## src/rtl/assert_macros.svh

```systemverilog
// assertion macros shared by the line rasterizer rtl
// no dependencies; included by the modules that carry assertions
`ifndef ASSERT_MACROS_SVH
`define ASSERT_MACROS_SVH
`ifndef SYNTHESIS
// property must hold at every rising clock edge out of reset
`define LRBF_ASSERT(lbl, clk, rst_n, prop) \
	lbl: assert property (@(posedge clk) disable iff (!rst_n) (prop)) \
		else $error("lrbf assertion failed");
// condition must never be seen at a rising clock edge out of reset
`define LRBF_NEVER(lbl, clk, rst_n, cond) \
	lbl: assert property (@(posedge clk) disable iff (!rst_n) !(cond)) \
		else $error("lrbf forbidden condition seen");
`else
`define LRBF_ASSERT(lbl, clk, rst_n, prop)
`define LRBF_NEVER(lbl, clk, rst_n, cond)
`endif
`endif

```

## src/rtl/lrbf_pkg.sv

```systemverilog
// shared types, constants and helpers for the banked framebuffer line rasterizer
// no dependencies; used by lrbf_engine and line_raster_banked_fb_core
`default_nettype none

package lrbf_pkg;

	// field widths
	localparam int COORD_W  = 12;
	localparam int COLOR_W  = 16;
	localparam int BANK_W   = 5;
	localparam int OFFSET_W = 15;
	localparam int STEPS_W  = 12;
	localparam int DEC_W    = 15;
	localparam int MINOR2_W = 13;

	// linear address is y * 1024 + x
	localparam int ROW_SHIFT = 10;
	localparam int ADDR_W    = 2 * ROW_SHIFT;

	// default screen geometry and bank size
	localparam int DEF_SCREEN_WIDTH  = 1024;
	localparam int DEF_SCREEN_HEIGHT = 768;
	localparam int DEF_BANK_SHIFT    = 15;

	typedef enum logic {
		OP_START = 1'b0,
		OP_STEP  = 1'b1
	} op_t;

	typedef logic signed [COORD_W-1:0] coord_t;

	// one input item
	typedef struct packed {
		op_t                 op;
		coord_t              x_start;
		coord_t              y_start;
		coord_t              x_end;
		coord_t              y_end;
		logic [COLOR_W-1:0]  pen_color;
	} item_t;

	// one result item
	typedef struct packed {
		coord_t              pixel_x;
		coord_t              pixel_y;
		logic                visible;
		logic [BANK_W-1:0]   bank;
		logic [OFFSET_W-1:0] bank_offset;
		logic                bank_switch;
		logic [COLOR_W-1:0]  write_color;
		logic                last_pixel;
	} pixel_t;

	// absolute difference of two signed coordinates, always fits the coordinate width
	function automatic logic [COORD_W-1:0] abs_diff(input coord_t a, input coord_t b);
		logic [COORD_W:0] d;
		logic [COORD_W:0] n;
		d = {a[COORD_W-1], a} - {b[COORD_W-1], b};
		n = '0 - d;
		return d[COORD_W] ? n[COORD_W-1:0] : d[COORD_W-1:0];
	endfunction

	function automatic coord_t min_coord(input coord_t a, input coord_t b);
		return (a < b) ? a : b;
	endfunction

	function automatic logic greater(input coord_t a, input coord_t b);
		return a > b;
	endfunction

	// move a coordinate by a direction of -1, 0 or +1
	function automatic coord_t add_dir(input coord_t c, input logic signed [1:0] d);
		logic [COORD_W-1:0] ext;
		ext = {{(COORD_W-2){d[1]}}, d};
		return c + ext;
	endfunction

endpackage

`default_nettype wire

```

## src/rtl/line_raster_banked_fb_core.sv

```systemverilog
// top level of the bresenham line rasterizer for a banked 16-bit framebuffer
// depends on lrbf_pkg, lrbf_engine and assert_macros.svh
`default_nettype none
`include "assert_macros.svh"

// A start item (op = 0) loads both endpoints and the color and returns the first
// pixel; each step item (op = 1) returns the next pixel until last_pixel is seen.
// A step with no line active returns nothing. Every pixel comes with its clip flag,
// and visible pixels with the bank and offset of the word address y*1024 + x and a
// bank_switch flag when the bank differs from the last one switched to (the first
// visible pixel after reset always switches). One item is taken per clock while the
// input side is not stalled, and its result goes through the input register, then
// the combinational decision add-compare and address split into the result
// register. The input side stalls only while the result register holds an item
// that the output side is stalling.

module line_raster_banked_fb_core #(
	parameter int SCREEN_WIDTH  = lrbf_pkg::DEF_SCREEN_WIDTH,
	parameter int SCREEN_HEIGHT = lrbf_pkg::DEF_SCREEN_HEIGHT,
	parameter int BANK_SHIFT    = lrbf_pkg::DEF_BANK_SHIFT
) (
	input  wire logic                              clk,
	input  wire logic                              arst_n,
	input  wire logic                              in_valid,
	output logic                                   in_stall,
	input  wire logic                              op,
	input  wire logic signed [lrbf_pkg::COORD_W-1:0] x_start,
	input  wire logic signed [lrbf_pkg::COORD_W-1:0] y_start,
	input  wire logic signed [lrbf_pkg::COORD_W-1:0] x_end,
	input  wire logic signed [lrbf_pkg::COORD_W-1:0] y_end,
	input  wire logic [lrbf_pkg::COLOR_W-1:0]      pen_color,
	output logic                                   out_valid,
	input  wire logic                              out_stall,
	output logic signed [lrbf_pkg::COORD_W-1:0]    pixel_x,
	output logic signed [lrbf_pkg::COORD_W-1:0]    pixel_y,
	output logic                                   visible,
	output logic [lrbf_pkg::BANK_W-1:0]            bank,
	output logic [lrbf_pkg::OFFSET_W-1:0]          bank_offset,
	output logic                                   bank_switch,
	output logic [lrbf_pkg::COLOR_W-1:0]           write_color,
	output logic                                   last_pixel
);

	lrbf_pkg::item_t  item_s1;
	logic             valid_s1;
	lrbf_pkg::pixel_t out_q;
	logic             out_valid_q;
	logic             advance;
	logic             fire;
	logic             has_result;
	lrbf_pkg::pixel_t pix;

	// handshake control
	assign advance  = !out_valid_q || !out_stall;
	assign fire     = valid_s1 && advance;
	assign in_stall = valid_s1 && !advance;

	// input register
	always_ff @(posedge clk or negedge arst_n) begin
		if (!arst_n) begin
			valid_s1 <= 1'b0;
		end else if (!in_stall) begin
			valid_s1 <= in_valid;
		end
	end

	always_ff @(posedge clk) begin
		if (in_valid && !in_stall) begin
			item_s1.op        <= lrbf_pkg::op_t'(op);
			item_s1.x_start   <= x_start;
			item_s1.y_start   <= y_start;
			item_s1.x_end     <= x_end;
			item_s1.y_end     <= y_end;
			item_s1.pen_color <= pen_color;
		end
	end

	lrbf_engine #(
		.SCREEN_WIDTH  (SCREEN_WIDTH),
		.SCREEN_HEIGHT (SCREEN_HEIGHT),
		.BANK_SHIFT    (BANK_SHIFT)
	) u_engine (
		.clk        (clk),
		.arst_n     (arst_n),
		.fire       (fire),
		.item       (item_s1),
		.has_result (has_result),
		.pix        (pix)
	);

	// result register
	always_ff @(posedge clk or negedge arst_n) begin
		if (!arst_n) begin
			out_valid_q <= 1'b0;
		end else if (advance) begin
			out_valid_q <= fire && has_result;
		end
	end

	always_ff @(posedge clk) begin
		if (fire && has_result) begin
			out_q <= pix;
		end
	end

	assign out_valid   = out_valid_q;
	assign pixel_x     = out_q.pixel_x;
	assign pixel_y     = out_q.pixel_y;
	assign visible     = out_q.visible;
	assign bank        = out_q.bank;
	assign bank_offset = out_q.bank_offset;
	assign bank_switch = out_q.bank_switch;
	assign write_color = out_q.write_color;
	assign last_pixel  = out_q.last_pixel;

	`LRBF_ASSERT(a_out_from_item, clk, arst_n, $rose(out_valid_q) |-> $past(valid_s1))
	`LRBF_ASSERT(a_stall_cause, clk, arst_n, in_stall |-> (out_valid_q && out_stall))
	`LRBF_ASSERT(a_held_item, clk, arst_n, (valid_s1 && in_stall) |=> (valid_s1 && $stable(item_s1)))

endmodule

`default_nettype wire

```

## src/rtl/lrbf_engine.sv

```systemverilog
// bresenham line state, pixel clipping and bank address split for one item per cycle while fire is high
// depends on lrbf_pkg and assert_macros.svh
`default_nettype none
`include "assert_macros.svh"

module lrbf_engine #(
	parameter int SCREEN_WIDTH  = lrbf_pkg::DEF_SCREEN_WIDTH,
	parameter int SCREEN_HEIGHT = lrbf_pkg::DEF_SCREEN_HEIGHT,
	parameter int BANK_SHIFT    = lrbf_pkg::DEF_BANK_SHIFT
) (
	input  wire logic            clk,
	input  wire logic            arst_n,
	input  wire logic            fire,
	input  wire lrbf_pkg::item_t item,
	output logic                 has_result,
	output lrbf_pkg::pixel_t     pix
);

	localparam int CW = lrbf_pkg::COORD_W;
	localparam int DW = lrbf_pkg::DEC_W;
	localparam int MW = lrbf_pkg::MINOR2_W;
	localparam int SW = lrbf_pkg::STEPS_W;
	localparam int RS = lrbf_pkg::ROW_SHIFT;
	localparam int AW = lrbf_pkg::ADDR_W;
	localparam logic [CW-1:0] WIDTH_LIM  = CW'(SCREEN_WIDTH);
	localparam logic [CW-1:0] HEIGHT_LIM = CW'(SCREEN_HEIGHT);
	localparam logic [AW-1:0] OFF_MASK   = AW'((1 << BANK_SHIFT) - 1);
	localparam logic signed [DW-1:0] DEC_BOUND = DW'(2 * ((1 << CW) - 1));

	// line state
	lrbf_pkg::coord_t            x_q, y_q;
	logic signed [DW-1:0]        dec_q;
	logic [MW-1:0]               minor2_q;
	logic signed [DW-1:0]        diag_q;
	logic [SW-1:0]               steps_q;
	logic signed [1:0]           xdir_q, ydir_q;
	logic                        xmaj_q;
	logic [lrbf_pkg::COLOR_W-1:0] color_q;
	logic                        busy_q;
	logic [lrbf_pkg::BANK_W-1:0] last_bank_q;
	logic                        bank_known_q;

	// start: extents, major axis and first point
	logic [CW-1:0]               dx, dy, major, minor;
	logic                        st_xmaj;
	lrbf_pkg::coord_t            st_x, st_y;
	logic signed [1:0]           st_xdir, st_ydir;
	logic signed [DW-1:0]        st_dec, st_diag;

	always_comb begin
		dx      = lrbf_pkg::abs_diff(item.x_start, item.x_end);
		dy      = lrbf_pkg::abs_diff(item.y_start, item.y_end);
		st_xmaj = dx >= dy;
		major   = st_xmaj ? dx : dy;
		minor   = st_xmaj ? dy : dx;
		st_dec  = $signed({2'b00, minor, 1'b0}) - $signed({3'b000, major});
		st_diag = $signed({2'b00, minor, 1'b0}) - $signed({2'b00, major, 1'b0});
		if (item.x_start == item.x_end) begin
			st_x    = item.x_start;
			st_y    = lrbf_pkg::min_coord(item.y_start, item.y_end);
			st_xdir = 2'sd0;
			st_ydir = 2'sd1;
		end else if (item.y_start == item.y_end) begin
			st_x    = lrbf_pkg::min_coord(item.x_start, item.x_end);
			st_y    = item.y_start;
			st_xdir = 2'sd1;
			st_ydir = 2'sd0;
		end else begin
			st_x    = item.x_start;
			st_y    = item.y_start;
			st_xdir = lrbf_pkg::greater(item.x_end, item.x_start) ? 2'sd1 : -2'sd1;
			st_ydir = lrbf_pkg::greater(item.y_end, item.y_start) ? 2'sd1 : -2'sd1;
		end
	end

	// step: one decision update and one move along each axis that advances
	logic                        take_minor;
	logic signed [DW-1:0]        sp_dec;
	lrbf_pkg::coord_t            sp_x, sp_y, x_adv, y_adv;

	always_comb begin
		take_minor = !dec_q[DW-1] && (dec_q != '0);
		sp_dec     = take_minor ? (dec_q + diag_q)
		                        : (dec_q + $signed({{(DW-MW){1'b0}}, minor2_q}));
		x_adv      = lrbf_pkg::add_dir(x_q, xdir_q);
		y_adv      = lrbf_pkg::add_dir(y_q, ydir_q);
		sp_x       = (xmaj_q || take_minor) ? x_adv : x_q;
		sp_y       = (!xmaj_q || take_minor) ? y_adv : y_q;
	end

	// select the pixel this item produces
	logic                        is_start;
	lrbf_pkg::coord_t            nx, ny;
	logic [SW-1:0]               n_steps;
	logic [lrbf_pkg::COLOR_W-1:0] n_color;

	always_comb begin
		is_start   = item.op == lrbf_pkg::OP_START;
		has_result = is_start || busy_q;
		nx         = is_start ? st_x : sp_x;
		ny         = is_start ? st_y : sp_y;
		n_steps    = is_start ? major : (steps_q - SW'(1));
		n_color    = is_start ? item.pen_color : color_q;
	end

	// clip, address split and bank switch detection
	logic                        vis;
	logic [AW-1:0]               addr;
	logic [lrbf_pkg::BANK_W-1:0] bk;
	logic [lrbf_pkg::OFFSET_W-1:0] off;
	logic                        sw;

	always_comb begin
		vis  = !nx[CW-1] && ($unsigned(nx) < WIDTH_LIM) &&
		       !ny[CW-1] && ($unsigned(ny) < HEIGHT_LIM);
		addr = {ny[RS-1:0], nx[RS-1:0]};
		bk   = lrbf_pkg::BANK_W'(addr >> BANK_SHIFT);
		off  = lrbf_pkg::OFFSET_W'(addr & OFF_MASK);
		sw   = vis && (!bank_known_q || (bk != last_bank_q));

		pix.pixel_x     = nx;
		pix.pixel_y     = ny;
		pix.visible     = vis;
		pix.bank        = vis ? bk : '0;
		pix.bank_offset = vis ? off : '0;
		pix.bank_switch = sw;
		pix.write_color = vis ? n_color : '0;
		pix.last_pixel  = n_steps == '0;
	end

	// state update when an item that gives a pixel goes through
	always_ff @(posedge clk or negedge arst_n) begin
		if (!arst_n) begin
			x_q          <= '0;
			y_q          <= '0;
			dec_q        <= '0;
			minor2_q     <= '0;
			diag_q       <= '0;
			steps_q      <= '0;
			xdir_q       <= '0;
			ydir_q       <= '0;
			xmaj_q       <= 1'b0;
			color_q      <= '0;
			busy_q       <= 1'b0;
			last_bank_q  <= '0;
			bank_known_q <= 1'b0;
		end else if (fire && has_result) begin
			x_q     <= nx;
			y_q     <= ny;
			steps_q <= n_steps;
			busy_q  <= n_steps != '0;
			if (is_start) begin
				dec_q    <= st_dec;
				minor2_q <= {minor, 1'b0};
				diag_q   <= st_diag;
				xdir_q   <= st_xdir;
				ydir_q   <= st_ydir;
				xmaj_q   <= st_xmaj;
				color_q  <= item.pen_color;
			end else begin
				dec_q <= sp_dec;
			end
			if (vis) begin
				last_bank_q  <= bk;
				bank_known_q <= 1'b1;
			end
		end
	end

	`LRBF_NEVER(a_busy_steps, clk, arst_n, busy_q && (steps_q == '0))
	`LRBF_NEVER(a_dec_range, clk, arst_n, (dec_q > DEC_BOUND) || (dec_q < -DEC_BOUND))
	`LRBF_ASSERT(a_step_count, clk, arst_n, (fire && !is_start && busy_q) |=> (steps_q == ($past(steps_q) - SW'(1))))
	`LRBF_NEVER(a_switch_vis, clk, arst_n, fire && has_result && pix.bank_switch && !pix.visible)

endmodule

`default_nettype wire

```

## config.mk

```make
export PLATFORM = sky130hd
export DESIGN_NAME = line_raster_banked_fb_core
export DESIGN_NICKNAME = d
export VERILOG_FILES = /design/src/rtl/lrbf_pkg.sv /design/src/rtl/line_raster_banked_fb_core.sv /design/src/rtl/lrbf_engine.sv
export VERILOG_INCLUDE_DIRS = /design/src /design/src/rtl
export SDC_FILE = /design/constraint.sdc
export NUM_CORES = 1
export LEC_CHECK = 0
export BUFFER_PORTS_ARGS = -buffer_cell sky130_fd_sc_hd__buf_2
export CELL_PAD_IN_SITES_DETAIL_PLACEMENT = 1
export CELL_PAD_IN_SITES_GLOBAL_PLACEMENT = 2
export CORE_MARGIN = 2
export CORE_UTILIZATION = 35
export DETAILED_ROUTE_END_ITERATION = 10
export PLACE_DENSITY = 0.87
export SLEW_MARGIN = 20
export SYNTH_ARGS = -nofsm -noshare
export SYNTH_HDL_FRONTEND = slang
export SYNTH_SLANG_ARGS = --single-unit
```

## constraint.sdc

```tcl
create_clock -name clk -period 8.5 [get_ports clk]
set_input_delay 0.425 -clock clk [delete_from_list [all_inputs] [get_ports clk]]
set_output_delay 0.425 -clock clk [all_outputs]
set_load 0.1 [all_outputs]
```

==> metrics.cfg, run 1 <==
[outcome]
status=complete, no violations

[drt]
drt_iter0_markers=716
wl_um=44900
post_drt_wl_per_cell_um=19.8
vias_per_cell=5.48
firstDrtPassIters=5
drtAntennaViolNets=0
vias=12400
post-route-drc-count=0

[synth]
synth.most_common_cell=nand2_1
synth_nets=1748
ys.warnings.count=0
async_reset_ff_frac=0.453
synth_seq_cells=234
ys_types=103
yosysTopAreaCell=edfxtp_1
synth_area_leaders=edfxtp_1 26%, dfrtp_1 18%, ha_1 6.7%
synth_commonest_cells=267 x nand2_1, 128 x edfxtp_1, 106 x dfrtp_1
synth-main-ff-cell=edfxtp_1
avgSynthCellArea_um2=9.46
netlist_instances=1592
synth-edff-count=128
synth_area_mm2=0.0151
yosysSeqAreaShare=0.431
yosys.area.top_type_share=0.255

[place]
dp.final_hpwl_um=32900
place.gp.congestion=0.910
port_buffers=133
post_dp_cell_area_mm2=0.0162

[timing]
fin_setup_tns_ns=0
slew_headroom=0.328
setup_viol=0
fin_skew_ns=0.0179
rsz0062_at_grt=false
fin_crit_ns=7.83
period_share=0.922
finalMaxSlewViolations=0
worstMarginPinSlew_ns=0.998
hold_viol=0
fmax_mhz=128

[floorplan]
start_util=0.357
dieArea_mm2=0.0447
coreArea_mm2=0.0422
rows=75
io_pins=134
die-width_um=211
fp.dieH_um=211

[layout]
area_delta_synth_final_pct=13.9
final_area_mm2=0.0171
nets=1862
drive_gt1_frac=0.155
diodes=0

[critical_path]
regToRegSetupSlack_ns=0.67
crit_start=item_s1[17]
worstSetupEndpointType=flip-flop
arrival_ns=8.24
startpoint_type=flip-flop
reg2reg_to=u_engine.dec_q[14]
rr_worst_depth=29
criticalPathCategory=flip-flop to flip-flop
cp_slowest_stage_delay_ns=0.53
cp_slowest_cell=and2_1
endpoint=u_engine.dec_q[14]
required_ns=8.91
crit_path_max_fanout=17
regToRegStartpoint=item_s1[17]

[power_and_ir_drop]
powerDensity_mw_per_mm2=470
max-vdd-ir-drop_mv=0.237
p_leak_nw=7.42

[cts]
h-tree-depth=1
clk_pin_slew_worst_paths_ns=0.06
clock_latency_ns=0.56
cts_setup_buffers=0
clock_path_buffers=3
cts_buffers=27
clock-root-buffer=clkbuf_16
cts_tree=built
cts.sinks=234

[grt]
grt_pass1_vias=13000
grt_max_degree=73
grt_overflow_total=0
grt_pass1_wl_um=71300
antenna_found_initial=0
grt_use_total=0.201

[job]
max_cap_violations=0

[hold_path]
hp-class=primary input to flip-flop

## worst max-delay path, delay by kind of cell (launching register included)
kind	cells	cell delay, ns
flip-flops	1	0.40
multiplexers	1	0.27
AND/OR/NAND/NOR	8	1.93
AO/OA/AOI/OAI	13	3.02
XOR/XNOR	1	0.27
buffers and inverters	1	0.07
adder cells (fa/ha/maj)	5	1.74
## where the power goes
part	leakage, nW	total, mW	internal, mW	switching (mW)
combinational	4.47	5.13	1.82	3.31
clock	0.417	1.14	0.658	0.487
sequential	2.54	1.79	1.57	0.226
## cell families after synthesis
logic type,synth area share
AOI/OAI and AO/OA,0.179
xor gates and xnor gates,0.0538
adders and majority gates,0.0779
buffers and inverters,0.0434
DFF,0.431
muxes,0.0420
and+or+nand+nor,0.172
## registers in the layout, indices dropped and copies added (netlist names), 2 cells and up
signal / flops
u_engine.last_bank_q: 5
u_engine.dec_q: 15
u_engine.x_q: 12
pixel_y: 12
write_color: 16
u_engine.color_q: 16
pixel_x: 12
u_engine.minor2_q: 12
u_engine.steps_q: 12
item_s1: 65
u_engine.y_q: 12
bank_offset: 15
u_engine.ydir_q: 2
u_engine.diag_q: 13
bank: 5
u_engine.xdir_q: 2
## metrics by stage
step                power, mW  worst slack (ns)  instances   util  hold slack, ns
floorplan                5.63              1.36       1592      -           0.129
global placement         6.72             0.888       2214  0.385           0.437
detailed placement       6.88             0.605       2214  0.385           0.443
CTS                      8.06             0.514       2265  0.405         0.00601
global route             8.65            0.0480       2266  0.406          0.0151
finish                   8.06             0.665       2266  0.406          0.0351
## placed cells by master (no fill, tap or decap), types with 31 or more instances in the layout
cell,count
a21oi_1,105
buf_2,132
dfrtp_1,106
edfxtp_1,128
ha_1,81
inv_1,85
mux2i_1,37
nand2_1,266
nor2_1,102
nor2b_1,31
o21ai_0,99
xnor2_1,67
## worst min-delay path by stage
stage	startpoint	end	slack [ns]	cells past startpoint
after CTS	x_end[8]	item_s1[36]	0.006	1
after floorplan	arst_n	out_valid	0.13	0
after global placement	arst_n	u_engine.x_q[5]	0.44	1
final	x_end[8]	item_s1[36]	0.04	1
after global routing	x_end[5]	item_s1[33]	0.02	1
after detailed placement	arst_n	u_engine.x_q[5]	0.44	1
## layout make-up
type / count / area (µm²)
timing repair buffer: 153 / 841
clock buffer: 35 / 716
fill: 4878 / 25100
clock inverter: 15 / 145
tap: 539 / 674
sequential: 234 / 6500
multi-input combinational: 1199 / 7930
inverter: 91 / 344
## metal layers
metal  GRT usage  vias to the layer above  routed length [µm]
met1       0.266                     6191               20500
met3      0.0273                       74                1930
li1            -                     5912                   -
met5           0                        -                   0
met2       0.344                      247               21400
met4      0.0578                        0                1110
## timing repair
action,in CTS,in global routing
gates resized for setup,0,2
hold buffers,1,0
endpoints found under the hold margin,34,0
endpoints found under the setup margin,0,6
(Power assumes the default switching activity.)
==> run 2: changes to the inputs <==
--- a/config.mk
+++ b/config.mk
@@ -7,12 +7,11 @@
 export NUM_CORES = 1
 export LEC_CHECK = 0
 export BUFFER_PORTS_ARGS = -buffer_cell sky130_fd_sc_hd__buf_2
-export CELL_PAD_IN_SITES_DETAIL_PLACEMENT = 1
-export CELL_PAD_IN_SITES_GLOBAL_PLACEMENT = 2
 export CORE_MARGIN = 2
 export CORE_UTILIZATION = 35
 export DETAILED_ROUTE_END_ITERATION = 10
-export PLACE_DENSITY = 0.87
+export PLACE_DENSITY = 0.64
+export REMOVE_ABC_BUFFERS = 1
 export SLEW_MARGIN = 20
 export SYNTH_ARGS = -nofsm -noshare
 export SYNTH_HDL_FRONTEND = slang
==> metrics.cfg, run 2 (synthesis gave the netlist of run 1 again) <==
[job]
max_cap_violations=0  ; unchanged

[place]
dp.final_hpwl_um=28100  ; -15%
place_worst_setup_slack_ns=0.938  ; +0.333 ns
place.gp.congestion=0.900  ; -1.1%
port_buffers=133  ; unchanged

[timing]
setup_ws_ns=0.819  ; +0.154 ns
fin_skew_ns=0.0141  ; -0.00381 ns
worstMarginPinSlew_ns=0.935  ; -0.0627 ns
slew_headroom=0.370  ; +0.0423
finalMaxSlewViolations=0  ; unchanged
fin_setup_tns_ns=0  ; unchanged
period_share=0.904  ; -0.0181
hold_viol=0  ; unchanged
hold_slack_ns=0.0420  ; +0.00691 ns
setup_viol=0  ; unchanged
rsz0062_at_grt=false
fmax_mhz=130  ; +2.0%
fin_crit_ns=7.68  ; -0.154 ns

[floorplan]
start_util=0.357  ; unchanged
io_pins=134  ; unchanged
coreArea_mm2=0.0422  ; unchanged
rows=75  ; unchanged
dieArea_mm2=0.0447  ; unchanged
die-width_um=211  ; unchanged
fp.dieH_um=211  ; unchanged

[grt]
grt_max_degree=66  ; -9.6%
grt_pass1_vias=11800  ; -8.8%
antenna_found_initial=0  ; unchanged
grt_overflow_total=0  ; unchanged
grt_use_total=0.174  ; -0.0274
grt_pass1_wl_um=62500  ; -12%

[layout]
area_delta_synth_final_pct=14.0
largest_reg_flops=65  ; unchanged
layout_common_cells=266 x nand2_1, 132 x buf_2, 128 x edfxtp_1, 106 x dfrtp_1, 105 x a21oi_1
drive_gt1_frac=0.157  ; +0.00147
final.fill_count=4134  ; -15%
mostFrequentLayoutCell=nand2_1
nets=1865  ; +0.16%
regMostFlops=item_s1

[cts]
h-tree-depth=1  ; unchanged
clock_path_buffers=3  ; unchanged
cts_tree=built
clock_latency_ns=0.56  ; about the same
clock-root-buffer=clkbuf_16
clk_pin_slew_worst_paths_ns=0.06  ; about the same
cts_buffers=27  ; unchanged
cts_resized=0  ; unchanged
ctsHoldBuffers=1  ; unchanged
cts_setup_buffers=0  ; unchanged
cts.sinks=234  ; unchanged

[critical_path]
arrival_ns=8.10  ; -0.14 ns
worstSetupEndpointType=flip-flop
criticalPathCategory=flip-flop to flip-flop
required_ns=8.92  ; about the same
cpMostUsedCell=ha_1
cp_slowest_stage_delay_ns=0.44  ; -0.09 ns
startpoint_type=flip-flop
cp_slowest_cell=ha_1
crit_path_max_fanout=29  ; +12

[power_and_ir_drop]
powerDensity_mw_per_mm2=457  ; -2.8%
p_leak_nw=7.45  ; +0.34%
max-vdd-ir-drop_mv=0.187  ; -21%

[drt]
drtAntennaViolNets=0  ; unchanged
drt_iter0_markers=757  ; +5.7%
vias=12000  ; -3.7%
firstDrtPassIters=5  ; unchanged
post-route-drc-count=0  ; unchanged
post_drt_wl_per_cell_um=17.1  ; -14%
wl_um=38800  ; -14%
vias_per_cell=5.27  ; -3.9%

[outcome]
status=complete, no violations

[hold_path]
hp-class=primary input to flip-flop

-- run 2: cell type report --
cell class | instances | area (µm²) | share of cell area
sequential | 234 | 6500 | 0.378
tap | 539 | 674 | 0.0393
timing repair buffer | 156 | 843 | 0.0491
clock inverter | 15 | 139 | 0.00809
multi-input combinational | 1199 | 7920 | 0.462
inverter | 91 | 344 | 0.0200
antenna | 1 | 2.50 | 0.000146
clock buffer | 35 | 746 | 0.0434
-- run 2: worst max-delay path: cells and delay by family, from the launching register on --
family                   cells  cell delay, ns
AND/OR/NAND/NOR             12            2.30
adder cells (fa/ha/maj)      3            1.16
XOR/XNOR                     2            0.35
AO/OA/AOI/OAI               13            2.96
flip-flops                   1            0.43
buffers and inverters        1            0.34
-- run 2: per-stage QoR --
| step | area, µm² | power [mW] | cells | utilization |
|---|---|---|---|---|
| after floorplan | 14700 | 5.55 | 1524 | - |
| after global placement | 16300 | 6.57 | 2218 | 0.385 |
| after detailed placement | 16300 | 6.66 | 2218 | 0.385 |
| after CTS | 17200 | 7.86 | 2269 | 0.407 |
| after global routing | 17200 | 8.46 | 2269 | 0.407 |
| final | 17200 | 7.85 | 2270 | 0.407 |
-- run 2: metal layers --
| layer | track usage | share of wire | vias to the layer above |
|---|---|---|---|
| met1 | 0.235 | 0.47 | 5749 |
| met5 | 0 | 0 | - |
| met4 | 0.0423 | 0.019 | 0 |
| li1 | - | - | 5909 |
| met2 | 0.293 | 0.46 | 255 |
| met3 | 0.0260 | 0.048 | 50 |
-- run 2: report_power, final --
group	switching, mW	internal, mW
logic	3.10	1.80
registers	0.217	1.57
clock network	0.481	0.680
-- run 2: final timing paths --
| check | start | endpoint | slack (ns) | cells past startpoint |
|---|---|---|---|---|
| worst max-delay path | item_s1[42] | u_engine.dec_q[12] | 0.82 | 31 |
| worst min-delay path | pen_color[2] | item_s1[2] | 0.04 | 1 |
| worst max register to register | item_s1[42] | u_engine.dec_q[12] | 0.82 | 31 |
| worst min register to register | u_engine.minor2_q[5] | u_engine.minor2_q[5] | 0.47 | 2 |
| max in group asynchronous | arst_n | u_engine.x_q[9] | 6.75 | 3 |
| min in group asynchronous | arst_n | valid_s1 | 0.50 | 2 |
==> run 3: changes to the inputs <==
--- a/config.mk
+++ b/config.mk
@@ -7,10 +7,12 @@
 export NUM_CORES = 1
 export LEC_CHECK = 0
 export BUFFER_PORTS_ARGS = -buffer_cell sky130_fd_sc_hd__buf_2
+export CELL_PAD_IN_SITES_DETAIL_PLACEMENT = 1
+export CELL_PAD_IN_SITES_GLOBAL_PLACEMENT = 1
 export CORE_MARGIN = 2
-export CORE_UTILIZATION = 35
+export CORE_UTILIZATION = 47
 export DETAILED_ROUTE_END_ITERATION = 10
-export PLACE_DENSITY = 0.64
+export PLACE_DENSITY = 0.93
 export REMOVE_ABC_BUFFERS = 1
 export SLEW_MARGIN = 20
 export SYNTH_ARGS = -nofsm -noshare
==> metrics.cfg, run 3 (synthesis gave the netlist of run 1 again) <==
[outcome]
status=complete, no violations

[timing]
slew_headroom=0.285  ; -0.0852
fmax_mhz=124  ; -4.6%
worstMarginPinSlew_ns=1.06  ; +0.128 ns
period_share=0.947  ; +0.0438
fin_setup_tns_ns=0  ; unchanged
hold_viol=0  ; unchanged
rsz0062_at_grt=false
fin_crit_ns=8.05  ; +0.372 ns
fin_skew_ns=0.0318  ; +0.0177 ns
finalMaxSlewViolations=0  ; unchanged
setup_viol=0  ; unchanged

[critical_path]
rr_worst_depth=30  ; -3.2%
criticalPathCategory=flip-flop to flip-flop
critPathTopFamily=compound AO/OA/AOI/OAI gates
arrival_ns=8.44  ; +0.34 ns
crit_start=item_s1[52]
worstSetupEndpointType=flip-flop
crit_path_max_fanout=17  ; -41%
startpoint_type=flip-flop
regToRegSetupSlack_ns=0.45  ; -0.37 ns
cp_slowest_cell=xnor2_1
regToRegStartpoint=item_s1[52]
cp_slowest_stage_delay_ns=0.63  ; +0.19 ns
worst-path-buf-inv=2  ; +1
reg2reg_to=u_engine.dec_q[12]
required_ns=8.88  ; -0.04 ns

[floorplan]
start_util=0.477  ; +0.121
fp.dieH_um=183  ; -13%
io_pins=134  ; unchanged
die-width_um=183  ; -13%
rows=65  ; -13%
coreArea_mm2=0.0316  ; -25%
dieArea_mm2=0.0335  ; -25%

[cts]
clk_pin_slew_worst_paths_ns=0.07  ; about the same
clock-root-buffer=clkbuf_16
h-tree-depth=1  ; unchanged
clock_latency_ns=0.56  ; about the same
cts_buffers=26  ; -3.7%
cts.sinks=234  ; unchanged
clock_path_buffers=3  ; unchanged
cts_setup_buffers=0  ; unchanged
cts_tree=built

[grt]
grt_pass1_vias=13900  ; +18%
grt_use_total=0.281  ; +0.107
grt_pass1_wl_um=74800  ; +20%
grt_overflow_total=0  ; unchanged
antenna_found_initial=2  ; +2
grt_max_degree=70  ; +6.1%

[place]
dp.final_hpwl_um=33100  ; +18%
port_buffers=133  ; unchanged
place.gp.congestion=0.930  ; +3.3%
post_dp_cell_area_mm2=0.0160  ; -1.4%

[drt]
wl_um=47400  ; +22%
post_drt_wl_per_cell_um=22.3  ; +30%
firstDrtPassIters=6  ; +1
drtAntennaViolNets=0  ; unchanged
vias=13000  ; +8.3%
drt_iter0_markers=844  ; +11%
post-route-drc-count=0  ; unchanged
vias_per_cell=6.09  ; +16%

[layout]
mostFrequentLayoutCell=nand2_1
drive_gt1_frac=0.154  ; -0.00218
final_area_mm2=0.0170  ; -1.3%
largest_reg_flops=65  ; unchanged
layout_common_cells=266 x nand2_1, 132 x buf_2, 128 x edfxtp_1, 106 x dfrtp_1, 105 x a21oi_1
regMostFlops=item_s1
nets=1858  ; -0.38%
area_delta_synth_final_pct=12.6

[hold_path]
hp-class=primary input to flip-flop
holdPathStages=1  ; unchanged
min-delay-start=y_start[6]
hold_path_end=item_s1[46]

[power_and_ir_drop]
powerDensity_mw_per_mm2=478  ; +4.7%
max-vdd-ir-drop_mv=0.187  ; +0.17%
p_leak_nw=7.42  ; -0.38%

[job]
max_cap_violations=0  ; unchanged

run 3: changes by cell type in the layout (fill, tap and decap cells not counted), moves of 2 or more:
cell	previous run	this run
o21ai_1	19	21
clkinv_1	7	5
clkinv_2	5	8
buf_4	23	17
inv_6	3	1
o21ai_0	101	99
run 3: worst max path at each step:
stage	to	slack, ns	cells past startpoint
floorplan	u_engine.diag_q[12]	1.45	8
global placement	u_engine.dec_q[12]	1.04	30
global route	u_engine.dec_q[12]	0.12	32
detailed placement	u_engine.dec_q[13]	0.69	30
finish	u_engine.dec_q[12]	0.45	30
CTS	u_engine.dec_q[13]	0.51	30
run 3: repair_timing:
| action | 4_1_cts | 5_1_grt |
|---|---|---|
| hold buffers | 1 | 0 |
| hold endpoints to repair | 49 | 0 |
| setup endpoints to repair | 0 | 4 |
| resized for setup | 0 | 2 |
run 3: final cells by class:
| cell class | instances | area (µm²) |
|---|---|---|
| Inverter | 91 | 344 |
| Clock buffer | 32 | 703 |
| Antenna cell | 2 | 5.00 |
| Timing Repair Buffer | 150 | 798 |
| Clock inverter | 16 | 178 |
| Sequential cell | 234 | 6500 |
| Tap cell | 402 | 503 |
| Fill cell | 3608 | 14600 |
| Multi-Input combinational cell | 1199 | 7920 |
run 3: per-stage QoR:
stage	power, mW	hold WS, ns	cells	setup slack (ns)	util
after floorplan	5.55	0.129	1524	1.45	-
after global placement	6.51	0.445	2075	1.04	0.509
after detailed placement	6.79	0.461	2075	0.689	0.509
after CTS	8.05	0.0210	2124	0.507	0.537
after global routing	8.64	0.0285	2125	0.122	0.537
final	8.11	0.0326	2126	0.447	0.537
run 3: power by group:
group          leakage, nW  switching [mW]  internal [mW]  total (mW)
logic                 4.44            3.30           1.80        5.11
clock network        0.438           0.497          0.683        1.18
registers             2.54           0.253           1.57        1.82
total                 7.42            4.05           4.05        8.11
run 3: layer usage:
metal	wire, µm	vias to the layer above	share of wire	track usage
met3	2370	120	0.050	0.0419
met5	0	-	0	0
li1	-	5914	-	-
met1	19200	6508	0.41	0.338
met2	24100	412	0.51	0.503
met4	1660	0	0.035	0.116
run 3: worst register-to-register path, delay by kind of cell, from the launching register on:
| kind | cells | cell delay (ns) |
|---|---|---|
| buffers and inverters | 2 | 0.18 |
| xor gates and xnor gates | 2 | 0.78 |
| AOI/OAI and AO/OA | 12 | 2.53 |
| and+or+nand+nor | 10 | 2.52 |
| DFF | 1 | 0.41 |
| adders and majority gates | 4 | 1.47 |
